### config.mk
export PLATFORM = sky130hd
export DESIGN_NAME = aebdc_ctrl
export DESIGN_NICKNAME = d
export VERILOG_FILES = /design/src/aebdc_pkg.sv /design/src/aebdc_ctrl.sv
export SDC_FILE = /design/constraint.sdc
export NUM_CORES = 1
export LEC_CHECK = 0
export BUFFER_PORTS_ARGS = -buffer_cell sky130_fd_sc_hd__buf_4
export CAP_MARGIN = 20
export CORE_AREA = 2 2 39 41
export CTS_CLUSTER_SIZE = 14
export DETAILED_ROUTE_END_ITERATION = 8
export DIE_AREA = 0 0 41 43
export HOLD_SLACK_MARGIN = 0.15
export PLACE_DENSITY = 0.48
export SLEW_MARGIN = 40
export SYNTH_ARGS = -nofsm -noshare
export SYNTH_HDL_FRONTEND = slang
export SYNTH_SLANG_ARGS = --single-unit
### constraint.sdc
create_clock -name clk -period 1.5 [get_ports clk]
set_input_delay 0.15 -clock clk [delete_from_list [all_inputs] [get_ports clk]]
set_output_delay 0.15 -clock clk [all_outputs]
set_load 0.05 [all_outputs]
### src/aebdc_pkg.sv
// Package for the audio elastic buffer: ring geometry, field widths, register
// indexes, action codes and the command/status structs between controller and datapath.
// No dependencies.
package aebdc_pkg;

    localparam int RING_DEPTH = 1024;
    localparam int IDX_W      = $clog2(RING_DEPTH);

    localparam int SMP_W      = 16;
    localparam int FRAME_W    = 4 * SMP_W;
    localparam int FILL_W     = 10;
    localparam int OPT_W      = 10;
    localparam int GAIN_W     = 16;
    localparam int MAXA_W     = 15;
    localparam int ADJ_W      = 16;
    localparam int PHASE_W    = 16;
    localparam int SUM_W      = PHASE_W + 3;
    localparam int ERR_W      = ((IDX_W > OPT_W) ? IDX_W : OPT_W) + 1;
    localparam int PROD_W     = ERR_W + GAIN_W + 1;

    localparam int CFG_IDX_W  = 2;
    localparam int CFG_DATA_W = 16;

    localparam logic [CFG_IDX_W-1:0] REG_OPTIMAL_FILL = 2'd0;
    localparam logic [CFG_IDX_W-1:0] REG_ADJUST_GAIN  = 2'd1;
    localparam logic [CFG_IDX_W-1:0] REG_MAX_ADJUST   = 2'd2;

    localparam logic [OPT_W-1:0]  OPT_FILL_RST   = 10'd512;
    localparam logic [GAIN_W-1:0] ADJ_GAIN_RST   = 16'd16;
    localparam logic [MAXA_W-1:0] MAX_ADJUST_RST = 15'd655;

    localparam logic [SUM_W-1:0]  PHASE_ONE  = SUM_W'(65536);
    localparam logic [IDX_W-1:0]  LAST_IDX   = IDX_W'(RING_DEPTH - 1);
    localparam logic [IDX_W:0]    DEPTH_EXT  = (IDX_W + 1)'(RING_DEPTH);

    typedef logic signed [SMP_W-1:0] sample_t;
    typedef logic [IDX_W-1:0]        idx_t;

    typedef enum logic [1:0] {
        ACT_PUSH    = 2'd0,
        ACT_PULL    = 2'd1,
        ACT_RECOMP  = 2'd2,
        ACT_FLUSH   = 2'd3
    } action_t;

    typedef enum logic [1:0] {
        ST_IDLE,
        ST_EXEC,
        ST_CLAMP,
        ST_LOAD
    } state_t;

    typedef struct packed {
        logic capture;
        logic exec;
        logic clamp;
        logic load_out;
    } cmd_t;

    typedef struct packed {
        action_t action;
    } stat_t;

    // Ring successor with wrap at the last slot.
    function automatic idx_t next_slot(input idx_t i);
        return (i == LAST_IDX) ? '0 : idx_t'(i + 1'b1);
    endfunction

    // Frames held: (write - read) modulo the ring depth.
    function automatic idx_t held_frames(input idx_t w, input idx_t r);
        logic [IDX_W:0] wrap;
        wrap = {1'b0, w} + DEPTH_EXT - {1'b0, r};
        return (w >= r) ? idx_t'(w - r) : wrap[IDX_W-1:0];
    endfunction

endpackage

### src/aebdc_ctrl.sv
// Sequencing state machine of the elastic buffer and the result valid flag.
// Depends on aebdc_pkg.
module aebdc_ctrl (
    input  logic             clk,
    input  logic             rst_n,
    input  logic             in_valid,
    output logic             in_ready,
    output logic             out_valid,
    input  logic             out_ready,
    input  aebdc_pkg::stat_t stat,
    output aebdc_pkg::cmd_t  cmd
);
    import aebdc_pkg::*;

    state_t state_reg;
    state_t state_next;
    logic   out_valid_reg;
    logic   out_valid_next;

    always_ff @(posedge clk or negedge rst_n)
    begin
        if (!rst_n)
        begin
            state_reg     <= ST_IDLE;
            out_valid_reg <= 1'b0;
        end
        else
        begin
            state_reg     <= state_next;
            out_valid_reg <= out_valid_next;
        end
    end

    always_comb
    begin
        state_next     = state_reg;
        cmd            = '0;
        out_valid_next = out_valid_reg && !out_ready;
        in_ready       = 1'b0;
        unique case (state_reg)
            ST_IDLE:
            begin
                in_ready = 1'b1;
                if (in_valid)
                begin
                    cmd.capture = 1'b1;
                    state_next  = ST_EXEC;
                end
            end
            ST_EXEC:
            begin
                cmd.exec   = 1'b1;
                state_next = (stat.action == ACT_RECOMP) ? ST_CLAMP : ST_LOAD;
            end
            ST_CLAMP:
            begin
                cmd.clamp  = 1'b1;
                state_next = ST_LOAD;
            end
            ST_LOAD:
            begin
                // Wait here only while the previous result is still unclaimed.
                if (!out_valid_reg || out_ready)
                begin
                    cmd.load_out   = 1'b1;
                    out_valid_next = 1'b1;
                    state_next     = ST_IDLE;
                end
            end
            default:
            begin
                state_next = ST_IDLE;
            end
        endcase
    end

    assign out_valid = out_valid_reg;

endmodule

==> impl_metrics.yaml, run 1 <==
finish:
  layout.nets: 50
  num_antenna_cells: 0
  syn_to_final_growth_pct: 65.6
  drive_gt1_frac: 0.513
  stdcell_count: 55
  largest_reg_flops: 2
  final_util: 0.278
synth:
  synth_nets: 33
  synth-seq-cells: 3
  yosysWarnings: 0
  synth_area_um2: 233
  synthTopCellsByArea: "dfrtp_1, ha_1, nand3b_4, nand2b_1, inv_1"
  yosysTopAreaCell: "dfrtp_1"
  yosysUniqueCellTypes: 13
  syn-instance-count: 23
  synth_top_area_frac: 0.323
  ys_seq_area_frac: 0.323
  syn_avg_cell_area_um2: 10.1
sta:
  fin_crit_sh: 0.947
  max-slew-margin-rel: 0.881
  max_freq_mhz: 704
  drv_slew: 0
  hold_viol_final: 0
  setup-tns-final_ns: 0
  min_period_ns: 1.42
  rsz0062_at_grt: "false"
  setup_viol: 0
  worst-slew-pin-transition_ns: 0.176
  skew_ns: 0.000750
place:
  routabilityCongestion: 0.738
  port_buffers: 11
  place_hpwl_um: 391
  place_inst: 50
drt:
  detail-route-antenna-nets: 0
  num_vias: 210
  dr.pass1.iters: 4
  wl_per_cell_um: 8.91
  drc: 0
  drtIter0Drc: 3
  avgViaCountPerCell: 3.82
  wirelength_um: 490
grt:
  grt_pass1_vias: 215
  grt_overflow: 0
  grt_usage: 0.0784
  grt_pass1_wl_um: 890
  antenna_found_initial: 0
  grt_max_degree: 6
clocking:
  cts_root_buffer: "clkbuf_4"
  cts.sinks: 3
  clkSlewWorstSetupHoldPaths_ns: 0.03
  numCtsBuffers: 3
  h-tree-depth: 1
  cts_tree: "done"
  post-cts-setup-buffer-count: 0
  insertion_delay_ns: 0.23
  clockBufferDepth: 2
critical_path:
  crit_path_start_kind: "register"
  cp_max_fo: 5
  worstPathArrival_ns: 1.27
  crit_path_end_kind: "output port"
  cp_data_required_time_ns: 1.35
  crit_type: "reg2out"
floorplanning:
  initial_utilization: 0.168
  die_area_um2: 1760
  core_um2: 1380
  die_w_um: 41
  die_h_um: 43
  num_rows: 14
  pin_count: 12
worst_hold_path:
  hp-class: "in2reg"
outcome:
  outcome: "finished clean"
run:
  maxCapViolations: 0
[final cells by class]
cell class                      count  area [µm²]
Tap cell                           16        20.0
Multi-Input combinational cell     16         155
Fill cell                         152         998
Sequential cell                     3        76.3
Clock buffer                        4        26.3
Timing Repair Buffer               12        92.6
Inverter                            4        15.0
[routing by layer]
metal | vias to the layer above | share of wire | routed length [µm] | GRT usage
li1 | 108 | - | - | -
met1 | 88 | 0.51 | 252 | 0.0968
met2 | 14 | 0.35 | 170 | 0.0906
met3 | 0 | 0.14 | 67 | 0.0524
met4 | 0 | 0 | 0 | 0.0600
met5 | - | 0 | 0 | 0
[timing repair]
| item | CTS | global route |
|---|---|---|
| endpoints found under the setup margin | 0 | 1 |
| gates resized for setup | 0 | 3 |
| hold buffers | 1 | 0 |
| endpoints found under the hold margin | 3 | 0 |
[placed cells by master (no fill, tap or decap), drive strengths merged, types with 2 or more instances in the layout]
cell	count
buf	11
inv	4
ha	4
clkbuf	4
nand2b	3
dfrtp	3
and2	2
[critical path, stage by stage, from the launching register on]
cell and delay, ns:
dfrtp_2 0.43, inv_1 0.13, ha_4 0.17, and2_2 0.13, buf_4 0.18
[cells by family after synthesis]
logic type / Yosys count / share of synthesized area
DFF: 3 / 0.323
adders and majority gates: 4 / 0.215
buffers and inverters: 4 / 0.0645
AOI/OAI and AO/OA: 5 / 0.145
and+or+nand+nor: 7 / 0.253
[Yosys cell counts (all sizes together)]
master and count:
a21oi 1, dfrtp 3, o21ai 1, a31o 1
and2 2, nand2b 3, ha 4, nand3b 1
or2 1, a41oi 1, inv 4, a31oi 1
[through the flow]
stage / hold WS [ns] / instance area [µm²] / worst slack [ns]
6_report: 0.212 / 385 / 0.0791
3_5_place_dp: -0.0585 / 338 / 0.211
4_1_cts: 0.214 / 374 / 0.0221
5_1_grt: 0.223 / 385 / 0.000281
2_1_floorplan: -0.146 / 235 / 0.0966
3_3_place_gp: -0.0603 / 338 / 0.232
[path summary, 6_finish.rpt]
check	from	to	slack, ns	cells after the start
max	state_reg[0]	cmd[3]	0.08	4
max in group asynchronous	rst_n	state_reg[0]	1.15	2
min in group asynchronous	rst_n	state_reg[0]	0.25	2
min	out_ready	out_valid	0.21	3
min reg2reg	state_reg[0]	state_reg[0]	0.54	1
max reg2reg	state_reg[0]	state_reg[0]	0.29	5
Power of run 1 is not shown: default switching activity piles up to over one toggle a cycle in this logic, so the estimate is an artifact.
==> inputs of run 2 (changes only) <==
--- a/config.mk
+++ b/config.mk
@@ -5,6 +5,7 @@
 export SDC_FILE = /design/constraint.sdc
 export NUM_CORES = 1
 export LEC_CHECK = 0
+export ABC_AREA = 1
 export BUFFER_PORTS_ARGS = -buffer_cell sky130_fd_sc_hd__buf_4
 export CAP_MARGIN = 20
 export CORE_AREA = 2 2 39 41
==> impl_metrics.yaml, run 2 <==
outcome:
  outcome: "finished clean"
floorplanning:
  die_h_um: 43
  initial_utilization: 0.172
  core_um2: 1380
  die_area_um2: 1760
  die_w_um: 41
  num_rows: 14
  pin_count: 12
clocking:
  cts_tree: "done"
  clockBufferDepth: 2
  insertion_delay_ns: 0.23
  clkSlewWorstSetupHoldPaths_ns: 0.04
  numCtsBuffers: 3
  cts_root_buffer: "clkbuf_4"
  h-tree-depth: 1
  cts.sinks: 3
grt:
  grtUsageMet3: 0.0157
  met2_usage: 0.0781
  antenna_found_initial: 0
  grt_pass1_vias: 202
  grt_pass1_wl_um: 683
  met1_usage: 0.0682
  grt_max_degree: 6
  grt_usage: 0.0614
  grt.busiest_layer: "met4"
  grt_overflow: 0
finish:
  layout.nets: 58
  drive_gt1_frac: 0.404
  final_util: 0.279
  largest_reg_flops: 2
  final_cell_mix: "nand2_1, buf_4, inv_1"
  num_antenna_cells: 0
  syn_to_final_growth_pct: 62.6
sta:
  rsz0062_at_grt: "false"
  worst-slew-pin-transition_ns: 0.166
  setup-tns-final_ns: 0
  setup_viol: 0
  max-slew-margin-rel: 0.889
  fin_crit_sh: 0.915
  drv_slew: 0
  skew_ns: 0.00143
  max_freq_mhz: 728
  hold_viol_final: 0
  min_period_ns: 1.37
run:
  maxCapViolations: 0
critical_path:
  worstPathArrival_ns: 1.22
  cp_data_required_time_ns: 1.35
  crit_path_end_kind: "output port"
  crit_path_frequent_cell: "inv_1"
  slowest_stage: "dfrtp_1"
  cp_max_fo: 5
  slowest_delay_ns: 0.42
  crit_path_start_kind: "register"
  crit_type: "reg2out"
  path_cells: "inv_1 > ha_2 > nand2_1 > inv_1 > buf_6"
synth:
  synth-seq-cells: 3
  yosysMostFrequentCell: "nand2_1"
  syn-instance-count: 31
  ys_seq_area_frac: 0.316
  yosysTopAreaCell: "dfrtp_1"
  synthTopCellsByArea: "dfrtp_1, ha_1, nand2_1, inv_1, nand3_2"
  synth_nets: 41
  synthTopCellsByCount: "nand2_1, inv_1, ha_1"
  synth_ff_type: "dfrtp_1"
  yosysWarnings: 0
  async_reset_ff_frac: 1.00
  synth_area_um2: 238
  synth_enable_flop_cells: 0
  syn_avg_cell_area_um2: 7.67
  synth_top_area_frac: 0.316
  yosysUniqueCellTypes: 9
drt:
  num_vias: 222
  wl_per_cell_um: 7.17
  drc: 0
  detail-route-antenna-nets: 0
  avgViaCountPerCell: 3.52
  dr.pass1.iters: 2
  wirelength_um: 452
  drtIter0Drc: 3
place:
  place_hpwl_um: 359
  routabilityCongestion: 0.639
  port_buffers: 11
worst_hold_path:
  hp-class: "in2reg"
-- run 2: cell count changes after synthesis, sizes merged, moves of 2 or more --
cell / before / now
nand2: 0 / 11
nand3: 0 / 4
inv: 4 / 7
nand2b: 3 / 0
and2: 2 / 0
-- run 2: logic make-up after synthesis --
group           after synthesis  synth area share
simple gates                 15             0.311
flops                         3             0.316
compound gates                2            0.0526
buf+inv                       7             0.111
fa+ha+maj                     4             0.211
-- run 2: final timing paths --
| kind | from | endpoint | slack (ns) | depth (start not counted) |
|---|---|---|---|---|
| worst max register to register | state_reg[0] | state_reg[0] | 0.40 | 6 |
| worst min register to register | state_reg[1] | state_reg[1] | 0.54 | 2 |
| min in group asynchronous | rst_n | state_reg[1] | 0.24 | 2 |
| max in group asynchronous | rst_n | out_valid | 1.16 | 2 |
| worst min-delay path | out_ready | out_valid | 0.21 | 4 |
| worst max-delay path | state_reg[0] | cmd[3] | 0.13 | 5 |
-- run 2: final cells by class --
| class | instances | area [µm²] |
|---|---|---|
| clock buffers | 4 | 26.3 |
| fillers | 157 | 997 |
| inverters | 7 | 26.3 |
| multi-input cells | 21 | 143 |
| flip-flops and latches | 3 | 75.1 |
| well taps | 16 | 20.0 |
| repair buffers | 12 | 96.3 |
-- run 2: routing by layer --
layer	vias up	part of all wire	routed length, µm
met2	8	0.47	213
met4	0	0	0
met1	90	0.44	200
li1	124	-	-
met5	-	0	0
met3	0	0.084	38
-- run 2: per-stage QoR --
stage	worst slack (ns)	hold WS, ns	instances	area [µm²]
6_report	0.127	0.207	63	387
5_1_grt	0.0141	0.232	63	387
4_1_cts	0.0876	0.195	63	383
3_5_place_dp	0.343	-0.0581	58	347
3_3_place_gp	0.348	-0.0580	58	347
2_1_floorplan	0.0987	-0.146	31	244
-- run 2: what timing repair did --
action / in CTS / in global routing
setup buffers: 0 / 0
gates resized for setup: 0 / 1
hold endpoints to repair: 3 / 0
hold buffers: 1 / 0
setup endpoints to repair: 0 / 1
-- run 2: worst max-delay path, delay by kind of cell (launching register included) --
family                   cells  cell delay, ns
AND/OR/NAND/NOR              1            0.05
flip-flops                   1            0.42
adder cells (fa/ha/maj)      1            0.21
buffers and inverters        3            0.31
Power of run 2 is left out for the same reason.
==> inputs of run 3 (changes only) <==
--- a/config.mk
+++ b/config.mk
@@ -6,14 +6,15 @@
 export NUM_CORES = 1
 export LEC_CHECK = 0
 export ABC_AREA = 1
-export BUFFER_PORTS_ARGS = -buffer_cell sky130_fd_sc_hd__buf_4
 export CAP_MARGIN = 20
 export CORE_AREA = 2 2 39 41
 export CTS_CLUSTER_SIZE = 14
 export DETAILED_ROUTE_END_ITERATION = 8
 export DIE_AREA = 0 0 41 43
+export DONT_BUFFER_PORTS = 1
 export HOLD_SLACK_MARGIN = 0.15
-export PLACE_DENSITY = 0.48
+export PLACE_DENSITY = 0.41
+export RECOVER_POWER = 25
 export SLEW_MARGIN = 40
 export SYNTH_ARGS = -nofsm -noshare
 export SYNTH_HDL_FRONTEND = slang
==> impl_metrics.yaml, run 3 (synthesis gave the netlist of run 2 again) <==
grt:
  grt_overflow: 0
  grt_usage: 0.0675
  antenna_found_initial: 0
  grt_pass1_wl_um: 772
  met2_usage: 0.0875
  grtUsageMet3: 0.0366
  grt.busiest_layer: "met2"
  met1_usage: 0.0747
  grt_pass1_vias: 219
  grt_max_degree: 6
critical_path:
  cp_data_required_time_ns: 1.35
  crit_type: "reg2out"
  worstPathArrival_ns: 1.21
  r2r-start: "state_reg[0]"
  worstSetupStartpoint: "state_reg[0]"
  crit_path_start_kind: "register"
  cp_max_fo: 5
  crit_path_end_kind: "output port"
floorplanning:
  die_h_um: 43
  die_area_um2: 1760
  pin_count: 12
  initial_utilization: 0.172
  die_w_um: 41
  core_um2: 1380
  num_rows: 14
clocking:
  insertion_delay_ns: 0.23
  clkSlewWorstSetupHoldPaths_ns: 0.04
  post-cts-setup-buffer-count: 0
  cts_root_buffer: "clkbuf_4"
  h-tree-depth: 1
  clockBufferDepth: 2
  cts_tree: "done"
  numCtsBuffers: 3
  cts.sinks: 3
worst_hold_path:
  hp-class: "in2async"
sta:
  setup_viol: 0
  fin_crit_sh: 0.906
  setup-tns-final_ns: 0
  skew_ns: 0.000605
  rsz0062_at_grt: "false"
  drv_slew: 0
  max-slew-margin-rel: 0.894
  worst-slew-pin-transition_ns: 0.159
  hold_viol_final: 0
  max_freq_mhz: 736
  min_period_ns: 1.36
drt:
  drc: 0
  avgViaCountPerCell: 3.69
  detail-route-antenna-nets: 0
  drtIter0Drc: 4
  wirelength_um: 427
  dr.pass1.iters: 2
  wl_per_cell_um: 7.24
  num_vias: 218
finish:
  num_antenna_cells: 0
  stdcell_area_um2: 378
  stdcell_count: 59
  syn_to_final_growth_pct: 58.9
  layout.nets: 54
  largest_reg_flops: 2
  layout_commonest_cell: "nand2_1"
  drive_gt1_frac: 0.326
  final_cell_mix: "nand2_1, inv_1, buf_4"
place:
  port_buffers: 0
  routabilityCongestion: 0.623
  place_hpwl_um: 350
  place_area_um2: 322
  place_inst: 53
outcome:
  outcome: "finished clean"
run:
  maxCapViolations: 0
==> run 3: worst paths after layout <==
kind                                 to  slack (ns)  depth (start not counted)
min                        state_reg[1]        0.17                          1
max                              cmd[3]        0.14                          5
max in group asynchronous     out_valid        1.19                          1
max reg2reg                state_reg[0]        0.41                          6
min reg2reg                state_reg[1]        0.53                          2
min in group clk           state_reg[0]        0.21                          5
==> run 3: routing by layer <==
| layer | up-vias | routed length, µm | part of all wire |
|---|---|---|---|
| li1 | 118 | - | - |
| met1 | 92 | 183 | 0.43 |
| met2 | 8 | 201 | 0.47 |
| met3 | 0 | 43 | 0.10 |
| met4 | 0 | 0 | 0 |
| met5 | - | 0 | 0 |
==> run 3: worst max-delay path, stage by stage, from the launching register on <==
cell,delay (ns)
dfrtp_1,0.41
inv_1,0.14
ha_4,0.16
nand2_1,0.05
inv_1,0.08
buf_12,0.14
==> run 3: layout make-up <==
class | count | area, µm²
repair buffers | 8 | 77.6
well taps | 16 | 20.0
multi-input cells | 21 | 153
fillers | 166 | 1010
flip-flops and latches | 3 | 75.1
inverters | 7 | 26.3
clock buffers | 4 | 26.3
==> run 3: timing repair <==
action                                 in CTS  in global routing
gates resized for setup                     0                  1
hold buffers                                2                  0
endpoints found under the hold margin       4                  0
setup endpoints to repair                   0                  1
==> run 3: metrics by stage <==
| step | util | hold WS, ns | setup slack [ns] |
|---|---|---|---|
| 6_report | 0.273 | 0.168 | 0.141 |
| 5_1_grt | 0.273 | 0.162 | 0.0300 |
| 4_1_cts | 0.266 | 0.160 | 0.0902 |
| 3_5_place_dp | 0.232 | -0.145 | 0.345 |
| 3_3_place_gp | 0.232 | -0.145 | 0.341 |
| 2_1_floorplan | - | -0.146 | 0.0987 |
Power of run 3 is left out for the same reason.
